## config.mk

```make
export PLATFORM = sky130hd
export DESIGN_NAME = record_quicksort_by_key
export DESIGN_NICKNAME = d
export VERILOG_FILES = /design/src/rtl/rqs_pkg.sv /design/src/rtl/rqs_ram.sv /design/src/rtl/rqs_cmp.sv /design/src/rtl/record_quicksort_by_key.sv
export SDC_FILE = /design/constraint.sdc
export NUM_CORES = 1
export LEC_CHECK = 0
export BUFFER_PORTS_ARGS = -buffer_cell sky130_fd_sc_hd__buf_2
export CAP_MARGIN = 40
export CORE_AREA = 2 2 243 245
export DETAILED_ROUTE_END_ITERATION = 6
export DIE_AREA = 0 0 245 247
export PLACE_DENSITY = 0.82
export SYNTH_ARGS = -nofsm -noshare
export SYNTH_HDL_FRONTEND = slang
export SYNTH_SLANG_ARGS = --single-unit
```

## constraint.sdc

```tcl
create_clock -name clk -period 8.5 [get_ports clk]
set_input_delay 1.275 -clock clk [delete_from_list [all_inputs] [get_ports clk]]
set_output_delay 1.275 -clock clk [all_outputs]
set_load 0.05 [all_outputs]
```

## src/rtl/rqs_pkg.sv

```systemverilog
`timescale 1ns / 1ps
// ----------------------------------------------------------------------------
// rqs_pkg
// Shared types and constants for the record quicksort block.
// ----------------------------------------------------------------------------
package rqs_pkg;

  localparam int FIELD_W = 16;
  localparam int TAG_W   = 4;

  // sort_key codes
  localparam logic KEY_BARCODE = 1'b0;
  localparam logic KEY_PRICE   = 1'b1;

  // register index as decoded from paddr[2]
  localparam logic REG_SORT_KEY = 1'b0;

  typedef struct packed {
    logic [FIELD_W-1:0] item_barcode;
    logic [FIELD_W-1:0] item_price;
    logic [TAG_W-1:0]   item_tag;
    logic               last_record;
  } item_t;

  typedef struct packed {
    logic [FIELD_W-1:0] out_barcode;
    logic [FIELD_W-1:0] out_price;
    logic [TAG_W-1:0]   out_tag;
    logic               out_last;
  } result_t;

  typedef struct packed {
    logic [FIELD_W-1:0] barcode;
    logic [FIELD_W-1:0] price;
    logic [TAG_W-1:0]   tag;
  } rec_t;

  localparam int REC_W = $bits(rec_t);

endpackage

```

## src/rtl/rqs_ram.sv

```systemverilog
`timescale 1ns / 1ps
// ----------------------------------------------------------------------------
// rqs_ram
// Single write port, single read port memory with registered read data.
// ----------------------------------------------------------------------------
module rqs_ram #(
  parameter int DEPTH = 16,
  parameter int WIDTH = 36
) (
  input  logic                     clk,
  input  logic                     wr_en,
  input  logic [$clog2(DEPTH)-1:0] wr_addr,
  input  logic [WIDTH-1:0]         wr_data,
  input  logic [$clog2(DEPTH)-1:0] rd_addr,
  output logic [WIDTH-1:0]         rd_data
);

  logic [WIDTH-1:0] mem [DEPTH];

  always_ff @(posedge clk) begin
    if (wr_en) begin
      mem[wr_addr] <= wr_data;
    end
    rd_data <= mem[rd_addr];
  end

endmodule

```

## src/rtl/rqs_cmp.sv

```systemverilog
`timescale 1ns / 1ps
// ----------------------------------------------------------------------------
// rqs_cmp
// Key compare unit: holds the pivot key and compares a record against it.
// ----------------------------------------------------------------------------
module rqs_cmp #(
  parameter int KEY_WIDTH = 16
) (
  input  logic          clk,
  input  rqs_pkg::rec_t rec,
  input  logic          sort_key,
  input  logic          load_piv,
  output logic          lt,
  output logic          gt
);
  import rqs_pkg::*;

  // keys are compared on their low KEY_WIDTH bits, capped at the 16-bit field width
  localparam int KW = (KEY_WIDTH < FIELD_W) ? KEY_WIDTH : FIELD_W;

  logic [FIELD_W-1:0] field;
  logic [KW-1:0]      key;
  logic [KW-1:0]      piv;

  always_comb begin
    field = (sort_key == KEY_PRICE) ? rec.price : rec.barcode;
    key   = field[KW-1:0];
    lt    = key < piv;
    gt    = key > piv;
  end

  always_ff @(posedge clk) begin
    if (load_piv) begin
      piv <= key;
    end
  end

endmodule

```

## src/rtl/record_quicksort_by_key.sv

```systemverilog
`timescale 1ns / 1ps
// ----------------------------------------------------------------------------
// record_quicksort_by_key
// Loads a set of records, sorts them by barcode or price, emits them.
// ----------------------------------------------------------------------------
// Use:
//   Records enter on item, one per cycle, taken when start is high and busy
//   low. A record that carries last_record closes the set; records beyond
//   MAX_RECORDS are dropped. busy then rises and stays high through the sort
//   and the output run. Sorted records leave on result, one per cycle, each
//   marked by done for that single cycle; out_last flags the final one.
//   The user writes sort_key over the APB port only while the block is idle;
//   the block itself does not enforce this.
// Sort:
//   Hoare partitioning on a one-read, one-write record memory and one key
//   comparator: each scan step reads a record and compares it, except at
//   the range bound; each pass runs loop checks, each swap reads both records
//   and writes them back crossed, each range takes a pop, fetch, pivot read
//   and load, and the two pushes. A final pop finds the stack empty (a set
//   of one skips the sort), the records stream out and busy drops.
// Reset:
//   rst clears the record count, range stack pointer, sort_key and the
//   sequencer. There is no clearing pass. Results cannot be stalled.
// ----------------------------------------------------------------------------
module record_quicksort_by_key #(
  parameter int MAX_RECORDS = 16,
  parameter int KEY_WIDTH   = 16
) (
  input  logic             clk,
  input  logic             rst,
  input  logic             start,
  output logic             busy,
  input  rqs_pkg::item_t   item,
  output logic             done,
  output rqs_pkg::result_t result,
  input  logic             psel,
  input  logic             penable,
  input  logic             pwrite,
  input  logic [2:0]       paddr,
  input  logic [31:0]      pwdata,
  output logic [31:0]      prdata,
  output logic             pready
);
  import rqs_pkg::*;

  localparam int IW  = $clog2(MAX_RECORDS);
  localparam int CW  = $clog2(MAX_RECORDS + 1);
  localparam int XW  = IW + 2;
  localparam int SD  = MAX_RECORDS + 2;
  localparam int SAW = $clog2(SD);
  localparam int SPW = $clog2(SD + 1);

  typedef enum logic [17:0] {
    ST_IDLE     = 18'h00001,
    ST_POP      = 18'h00002,
    ST_RANGE    = 18'h00004,
    ST_PIVOT    = 18'h00008,
    ST_PIV_LD   = 18'h00010,
    ST_OUTER    = 18'h00020,
    ST_S0_RD    = 18'h00040,
    ST_S0_CMP   = 18'h00080,
    ST_S1_RD    = 18'h00100,
    ST_S1_CMP   = 18'h00200,
    ST_SWAP_CHK = 18'h00400,
    ST_SW_A     = 18'h00800,
    ST_SW_B     = 18'h01000,
    ST_SW_C     = 18'h02000,
    ST_PUSH_R   = 18'h04000,
    ST_PUSH_L   = 18'h08000,
    ST_EMIT     = 18'h10000,
    ST_DONE     = 18'h20000
  } state_t;

  state_t              state;
  logic [CW-1:0]       count;
  logic [CW-1:0]       count_next;
  logic [SPW-1:0]      sp;
  logic [CW-1:0]       emit_idx;
  logic                emit_pend;
  logic                emit_last;
  logic                sort_key;
  logic [IW-1:0]       lo;
  logic [IW-1:0]       hi;
  logic signed [XW-1:0] x0;
  logic signed [XW-1:0] x1;
  logic signed [XW-1:0] lo_x;
  logic signed [XW-1:0] hi_x;
  logic [IW-1:0]       mid;
  rec_t                rec_a;

  logic                accept;
  logic                room;
  logic                stk_room;

  logic                mem_we;
  logic [IW-1:0]       mem_waddr;
  rec_t                mem_wdata;
  logic [IW-1:0]       mem_raddr;
  rec_t                mem_rdata;

  logic                stk_we;
  logic [SAW-1:0]      stk_waddr;
  logic [2*IW-1:0]     stk_wdata;
  logic [SAW-1:0]      stk_raddr;
  logic [2*IW-1:0]     stk_rdata;

  logic                cmp_lt;
  logic                cmp_gt;
  logic                cfg_wr;

  // ---------------- configuration port ----------------
  assign pready = 1'b1;
  assign cfg_wr = psel && penable && pwrite && pready;
  assign prdata = (paddr[2] == REG_SORT_KEY) ? {31'b0, sort_key} : 32'b0;

  always_ff @(posedge clk) begin
    if (rst) begin
      sort_key <= KEY_BARCODE;
    end else if (cfg_wr && paddr[2] == REG_SORT_KEY) begin
      sort_key <= pwdata[0];
    end
  end

  // ---------------- datapath helpers ----------------
  assign busy     = (state != ST_IDLE);
  assign accept   = start && !busy;
  assign room     = count < CW'(MAX_RECORDS);
  assign stk_room = sp < SPW'(SD);
  assign lo_x     = $signed({2'b00, lo});
  assign hi_x     = $signed({2'b00, hi});
  assign mid      = lo + ((hi - lo) >> 1);
  assign count_next = room ? count + CW'(1) : count;

  always_comb begin
    mem_we    = 1'b0;
    mem_waddr = x0[IW-1:0];
    mem_wdata = mem_rdata;
    case (state)
      ST_IDLE: begin
        mem_we    = accept && room;
        mem_waddr = count[IW-1:0];
        mem_wdata = '{barcode: item.item_barcode, price: item.item_price,
                      tag: item.item_tag};
      end
      ST_SW_B: begin
        mem_we    = 1'b1;
        mem_waddr = x0[IW-1:0];
        mem_wdata = mem_rdata;
      end
      ST_SW_C: begin
        mem_we    = 1'b1;
        mem_waddr = x1[IW-1:0];
        mem_wdata = rec_a;
      end
      default: begin
        mem_we = 1'b0;
      end
    endcase
  end

  always_comb begin
    case (state)
      ST_PIVOT: mem_raddr = mid;
      ST_S1_RD: mem_raddr = x1[IW-1:0];
      ST_SW_A:  mem_raddr = x1[IW-1:0];
      ST_EMIT:  mem_raddr = emit_idx[IW-1:0];
      default:  mem_raddr = x0[IW-1:0];
    endcase
  end

  always_comb begin
    stk_we    = 1'b0;
    stk_waddr = sp[SAW-1:0];
    stk_wdata = {lo, x1[IW-1:0]};
    stk_raddr = SAW'(sp - SPW'(1));
    case (state)
      ST_IDLE: begin
        stk_we    = accept && item.last_record && (count_next >= CW'(2));
        stk_waddr = '0;
        stk_wdata = {IW'(0), IW'(count_next - CW'(1))};
      end
      ST_PUSH_R: begin
        stk_we    = (x0 < hi_x) && stk_room;
        stk_wdata = {x0[IW-1:0], hi};
      end
      ST_PUSH_L: begin
        stk_we    = (lo_x < x1) && stk_room;
        stk_wdata = {lo, x1[IW-1:0]};
      end
      default: begin
        stk_we = 1'b0;
      end
    endcase
  end

  rqs_ram #(.DEPTH(MAX_RECORDS), .WIDTH(REC_W)) u_store (
    .clk     (clk),
    .wr_en   (mem_we),
    .wr_addr (mem_waddr),
    .wr_data (mem_wdata),
    .rd_addr (mem_raddr),
    .rd_data (mem_rdata)
  );

  rqs_ram #(.DEPTH(SD), .WIDTH(2 * IW)) u_stack (
    .clk     (clk),
    .wr_en   (stk_we),
    .wr_addr (stk_waddr),
    .wr_data (stk_wdata),
    .rd_addr (stk_raddr),
    .rd_data (stk_rdata)
  );

  rqs_cmp #(.KEY_WIDTH(KEY_WIDTH)) u_cmp (
    .clk      (clk),
    .rec      (mem_rdata),
    .sort_key (sort_key),
    .load_piv (state == ST_PIV_LD),
    .lt       (cmp_lt),
    .gt       (cmp_gt)
  );

  // ---------------- sequencer ----------------
  always_ff @(posedge clk) begin
    if (rst) begin
      state     <= ST_IDLE;
      count     <= '0;
      sp        <= '0;
      emit_pend <= 1'b0;
    end else begin
      emit_pend <= (state == ST_EMIT);
      case (state)
        ST_IDLE: begin
          if (accept) begin
            count <= count_next;
            if (item.last_record) begin
              emit_idx <= '0;
              if (count_next >= CW'(2)) begin
                sp    <= SPW'(1);
                state <= ST_POP;
              end else begin
                state <= ST_EMIT;
              end
            end
          end
        end
        ST_POP: begin
          if (sp == '0) begin
            emit_idx <= '0;
            state    <= ST_EMIT;
          end else begin
            sp    <= sp - SPW'(1);
            state <= ST_RANGE;
          end
        end
        ST_RANGE: begin
          lo    <= stk_rdata[2*IW-1:IW];
          hi    <= stk_rdata[IW-1:0];
          x0    <= $signed({2'b00, stk_rdata[2*IW-1:IW]});
          x1    <= $signed({2'b00, stk_rdata[IW-1:0]});
          state <= ST_PIVOT;
        end
        ST_PIVOT:  state <= ST_PIV_LD;
        ST_PIV_LD: state <= ST_OUTER;
        ST_OUTER:  state <= (x0 <= x1) ? ST_S0_RD : ST_PUSH_R;
        ST_S0_RD:  state <= (x0 < hi_x) ? ST_S0_CMP : ST_S1_RD;
        ST_S0_CMP: begin
          if (cmp_lt) begin
            x0    <= x0 + XW'(1);
            state <= ST_S0_RD;
          end else begin
            state <= ST_S1_RD;
          end
        end
        ST_S1_RD:  state <= (x1 > lo_x) ? ST_S1_CMP : ST_SWAP_CHK;
        ST_S1_CMP: begin
          if (cmp_gt) begin
            x1    <= x1 - XW'(1);
            state <= ST_S1_RD;
          end else begin
            state <= ST_SWAP_CHK;
          end
        end
        ST_SWAP_CHK: state <= (x0 <= x1) ? ST_SW_A : ST_PUSH_R;
        ST_SW_A: begin
          rec_a <= mem_rdata;
          state <= ST_SW_B;
        end
        ST_SW_B: state <= ST_SW_C;
        ST_SW_C: begin
          x0    <= x0 + XW'(1);
          x1    <= x1 - XW'(1);
          state <= ST_OUTER;
        end
        ST_PUSH_R: begin
          if (stk_we) begin
            sp <= sp + SPW'(1);
          end
          state <= ST_PUSH_L;
        end
        ST_PUSH_L: begin
          if (stk_we) begin
            sp <= sp + SPW'(1);
          end
          state <= ST_POP;
        end
        ST_EMIT: begin
          emit_last <= (emit_idx == count - CW'(1));
          emit_idx  <= emit_idx + CW'(1);
          if (emit_idx == count - CW'(1)) begin
            state <= ST_DONE;
          end
        end
        ST_DONE: begin
          count <= '0;
          state <= ST_IDLE;
        end
        default: state <= ST_IDLE;
      endcase
    end
  end

  // result record fields come straight from the registered memory read; out_last from emit_last
  assign done               = emit_pend;
  assign result.out_barcode = mem_rdata.barcode;
  assign result.out_price   = mem_rdata.price;
  assign result.out_tag     = mem_rdata.tag;
  assign result.out_last    = emit_last;

  // ---------------- assertions ----------------
  a_done_busy: assert property (@(posedge clk) disable iff (rst)
    done |-> busy)
    else $error("result strobe outside a run");

  a_last_ends: assert property (@(posedge clk) disable iff (rst)
    (done && result.out_last) |=> !done)
    else $error("result after the last of the run");

  a_sp_bound: assert property (@(posedge clk) disable iff (rst)
    sp <= SPW'(SD))
    else $error("range stack pointer overrun");

  a_count_bound: assert property (@(posedge clk) disable iff (rst)
    count <= CW'(MAX_RECORDS))
    else $error("record count overrun");

  a_scan_low: assert property (@(posedge clk) disable iff (rst)
    (state == ST_S0_RD) |-> (x0 >= lo_x))
    else $error("left scan below range");

endmodule

```

==> flow_metrics.tcl <==
set metrics [dict create \
    crit_path_max_fanout 36 \
    ys.warnings.count 0 \
    async_flop_share 0 \
    p_per_area_nw_per_um2 298 \
    synth_top_area_frac 0.672 \
    place_inst 3017 \
    yosysTopAreaCell "edfxtp_1" \
    synth_area_leaders "edfxtp_1 67%, mux2i_1 8.4%, dfxtp_1 4.2%" \
    clock_skew_ns 0.0491 \
    crit_arrival_ns 5.18 \
    slowest_stage "buf_4" \
    min-delay-start "u_stack.rd_data[4]$_DFF_P_" \
    diodes 0 \
    row_count 89 \
    num_vias 20647 \
    r2r_slack_ns 3.59 \
    grt_pass1_wl_mm 126 \
    worstRegToRegCells 10 \
    start_kind "flop" \
    stdcell_count 3172 \
    rsz0062_at_grt "false" \
    ff_latch_area_um2 25400 \
    grt_pass1_vias 20377 \
    hold_class "reg -> reg" \
    slew_viol_final 0 \
    grt_remaining_overflow 0 \
    wirelength_mm 85.1 \
    cp_data_required_time_ns 8.77 \
    max_freq_mhz 204 \
    slowest_delay_ns 0.67 \
    drtIter0Drc 2386 \
    clockBufferDepth 3 \
    dieHeight_um 247 \
    ios 150 \
    gp_routability_congestion 0.914 \
    post-place-ws_ns 3.72 \
    r2r_end "u_store.mem[9][24]$_DFFE_PP_" \
    root_buffer "clkbuf_16" \
    crit_chain "nor4_2 -> and4_1 -> and4_2 -> buf_4 -> nor2_4 -> and2_1 -> nor3_1 -> nand2_1 -> nor2_4 -> buf_4" \
    slew_headroom 0.276 \
    cts_tree "built" \
    dpl.hpwl_mm 45.4 \
    synth_edf_count 798 \
    io_buffers 84 \
    die_w_um 245 \
    path_buf_inv 2 \
    syn_area_um2 35600 \
    syn_area_per_cell_um2 16.1 \
    clock-sinks 872 \
    r2r_start "state[8]$_SDFFE_PP0P_" \
    syn_inst 2217 \
    fin_total_pwr_mw 11.9 \
    initial_core_util 0.612 \
    wl_per_cell_um 26.8 \
    fp.coreArea_um2 58200 \
    status "completed" \
    multi_input_area_um2 9610 \
    max-cap-violations 0 \
    ant_nets 0 \
    final_nets 2454 \
    synth-seq-cells 872 \
    setup_viol 0 \
    post-route-drc-count 0 \
    grt.total_usage 0.284 \
    clk_latency_ns 0.67 \
    whs_endpoint "lo[0]$_DFFE_PP_" \
    cts-resized-gates 0 \
    cts_setup_buffers 0 \
    hold_viol_final 0 \
    layout_common_cells "798 x edfxtp_1, 299 x mux2i_1, 123 x nand2_1" \
    final.setup.tns_ns 0 \
    ys_seq_area_frac 0.714 \
    ir_drop_uv 243 \
    drive_gt1_frac 0.155 \
    holdPathStages 0 \
    vias_per_cell 6.51 \
    ctsHoldBuffers 0 \
    clk_pin_slew_ns 0.06 \
    min_period_ns 4.91 \
    critPathCaptureType "flop" \
    finalWorstSetupSlack_ns 3.59 \
    power.leakage_nw 14.2 \
    min_period_over_period 0.577 \
    cts-buffers-inserted 84 \
    synth_top_flop_cell "edfxtp_1" \
    dieArea_um2 60500 \
    worstSetupPathType "reg -> reg" \
    synth_cell_types 75 \
    fillers 3599 \
    drt_pass1_iterations 6 \
    grt_max_degree 141 \
    area_growth_pct 11.9 \
    cp_top_family "simple AND/OR/NAND/NOR gates" \
    antenna_found_initial 0 \
    tightest_slew_ns 1.09 \
    htreeDepth 3 \
    mostFrequentLayoutCell "edfxtp_1" \
]
-- registers in the layout (all words and copies together), names as in the netlist --
| name | cells |
|---|---|
| hi | 4 |
| x0 | 6 |
| rec_a | 36 |
| u_store.mem | 576 |
| sort_key | 1 |
| u_stack.mem | 144 |
| x1 | 6 |
| u_stack.rd_data | 8 |
| emit_idx | 5 |
| emit_last | 1 |
| done | 1 |
| lo | 4 |
| state | 18 |
| u_store.rd_data | 36 |
| count | 5 |
| u_cmp.piv | 16 |
| sp | 5 |
-- logic make-up after synthesis --
group | Yosys count | synth area share
flops | 872 | 0.714
mux | 354 | 0.114
other cells | 2 | 0.000211
xor+xnor | 34 | 0.00835
buf+inv | 186 | 0.0253
simple gates | 410 | 0.0581
compound gates | 313 | 0.0637
fa+ha+maj | 46 | 0.0166
-- cell type report --
| cell class | instances | area share |
|---|---|---|
| multi-input cells | 1189 | 0.241 |
| inverters | 43 | 0.00405 |
| repair buffers | 140 | 0.0217 |
| flip-flops and latches | 872 | 0.638 |
| well taps | 773 | 0.0242 |
| clock buffers | 111 | 0.0567 |
| clock inverters | 44 | 0.0146 |
-- where the power goes --
part / leakage (nW) / internal, mW / switching (mW) / total [mW]
Combinational: 4.96 / 0.625 / 1.61 / 2.23
Clock: 1.37 / 2.18 / 1.62 / 3.80
Sequential: 7.86 / 5.63 / 0.218 / 5.85
-- routing by layer --
metal  vias to the layer above  part of all wire  routed length (µm)  GRT usage
li1                       8853                 -                   -          -
met1                     10369              0.38               32100      0.380
met2                      1157              0.49               41600      0.470
met3                       268             0.096                8160     0.0473
met4                         0             0.038                3280      0.114
met5                         -                 0                   0          0
-- worst reg2reg max path, stage by stage (launching register included) --
cell and delay (ns):
dfxtp_1 0.41, nor4_2 0.65, and4_1 0.37, and4_2 0.61, buf_4 0.59, nor2_4 0.25, and2_1 0.24, nor3_1 0.24
nand2_1 0.30, nor2_4 0.18, buf_4 0.67
-- cell usage after synthesis (all sizes together) (4+ instances only) --
master,n
o221ai,39
and3,6
a31oi,4
ha,44
or4,5
edfxtp,798
and4,7
a21o,10
o22a,37
a21oi,34
a221oi,4
nand2,123
o22ai,72
nand2b,15
a22oi,44
xnor2,23
nor2,85
o21a,8
xor2,11
dfxtp,74
mux2,15
nor2b,17
buf,85
mux2i,299
nand4,7
or3,43
and2,9
mux4,40
inv,43
a211oi,7
or2,5
nand4b,4
nor3,28
o21ai,29
nor4,12
clkbuf,58
nand3,31
-- how the worst max path moves through the flow --
stage	slack, ns	cells after the start	start	endpoint
5_1_grt	3.45	10	state[8]$_SDFFE_PP0P_	u_store.mem[9][33]$_DFFE_PP_
3_3_place_gp	3.81	10	state[8]$_SDFFE_PP0P_	u_store.mem[12][8]$_DFFE_PP_
2_1_floorplan	2.79	3	rst	rec_a[0]$_DFFE_PP_
4_1_cts	3.70	10	state[8]$_SDFFE_PP0P_	u_store.mem[9][28]$_DFFE_PP_
3_5_place_dp	3.72	10	state[8]$_SDFFE_PP0P_	u_store.mem[12][8]$_DFFE_PP_
6_report	3.59	10	state[8]$_SDFFE_PP0P_	u_store.mem[9][24]$_DFFE_PP_
-- stage by stage --
step | utilization | instance area, µm² | hold slack [ns]
floorplan | - | 35800 | 0.408
global placement | 0.634 | 36900 | 0.439
detailed placement | 0.636 | 37000 | 0.427
CTS | 0.685 | 39900 | 0.446
global route | 0.685 | 39900 | 0.459
finish | 0.685 | 39900 | 0.450
Power figures use the tool's default switching activity.
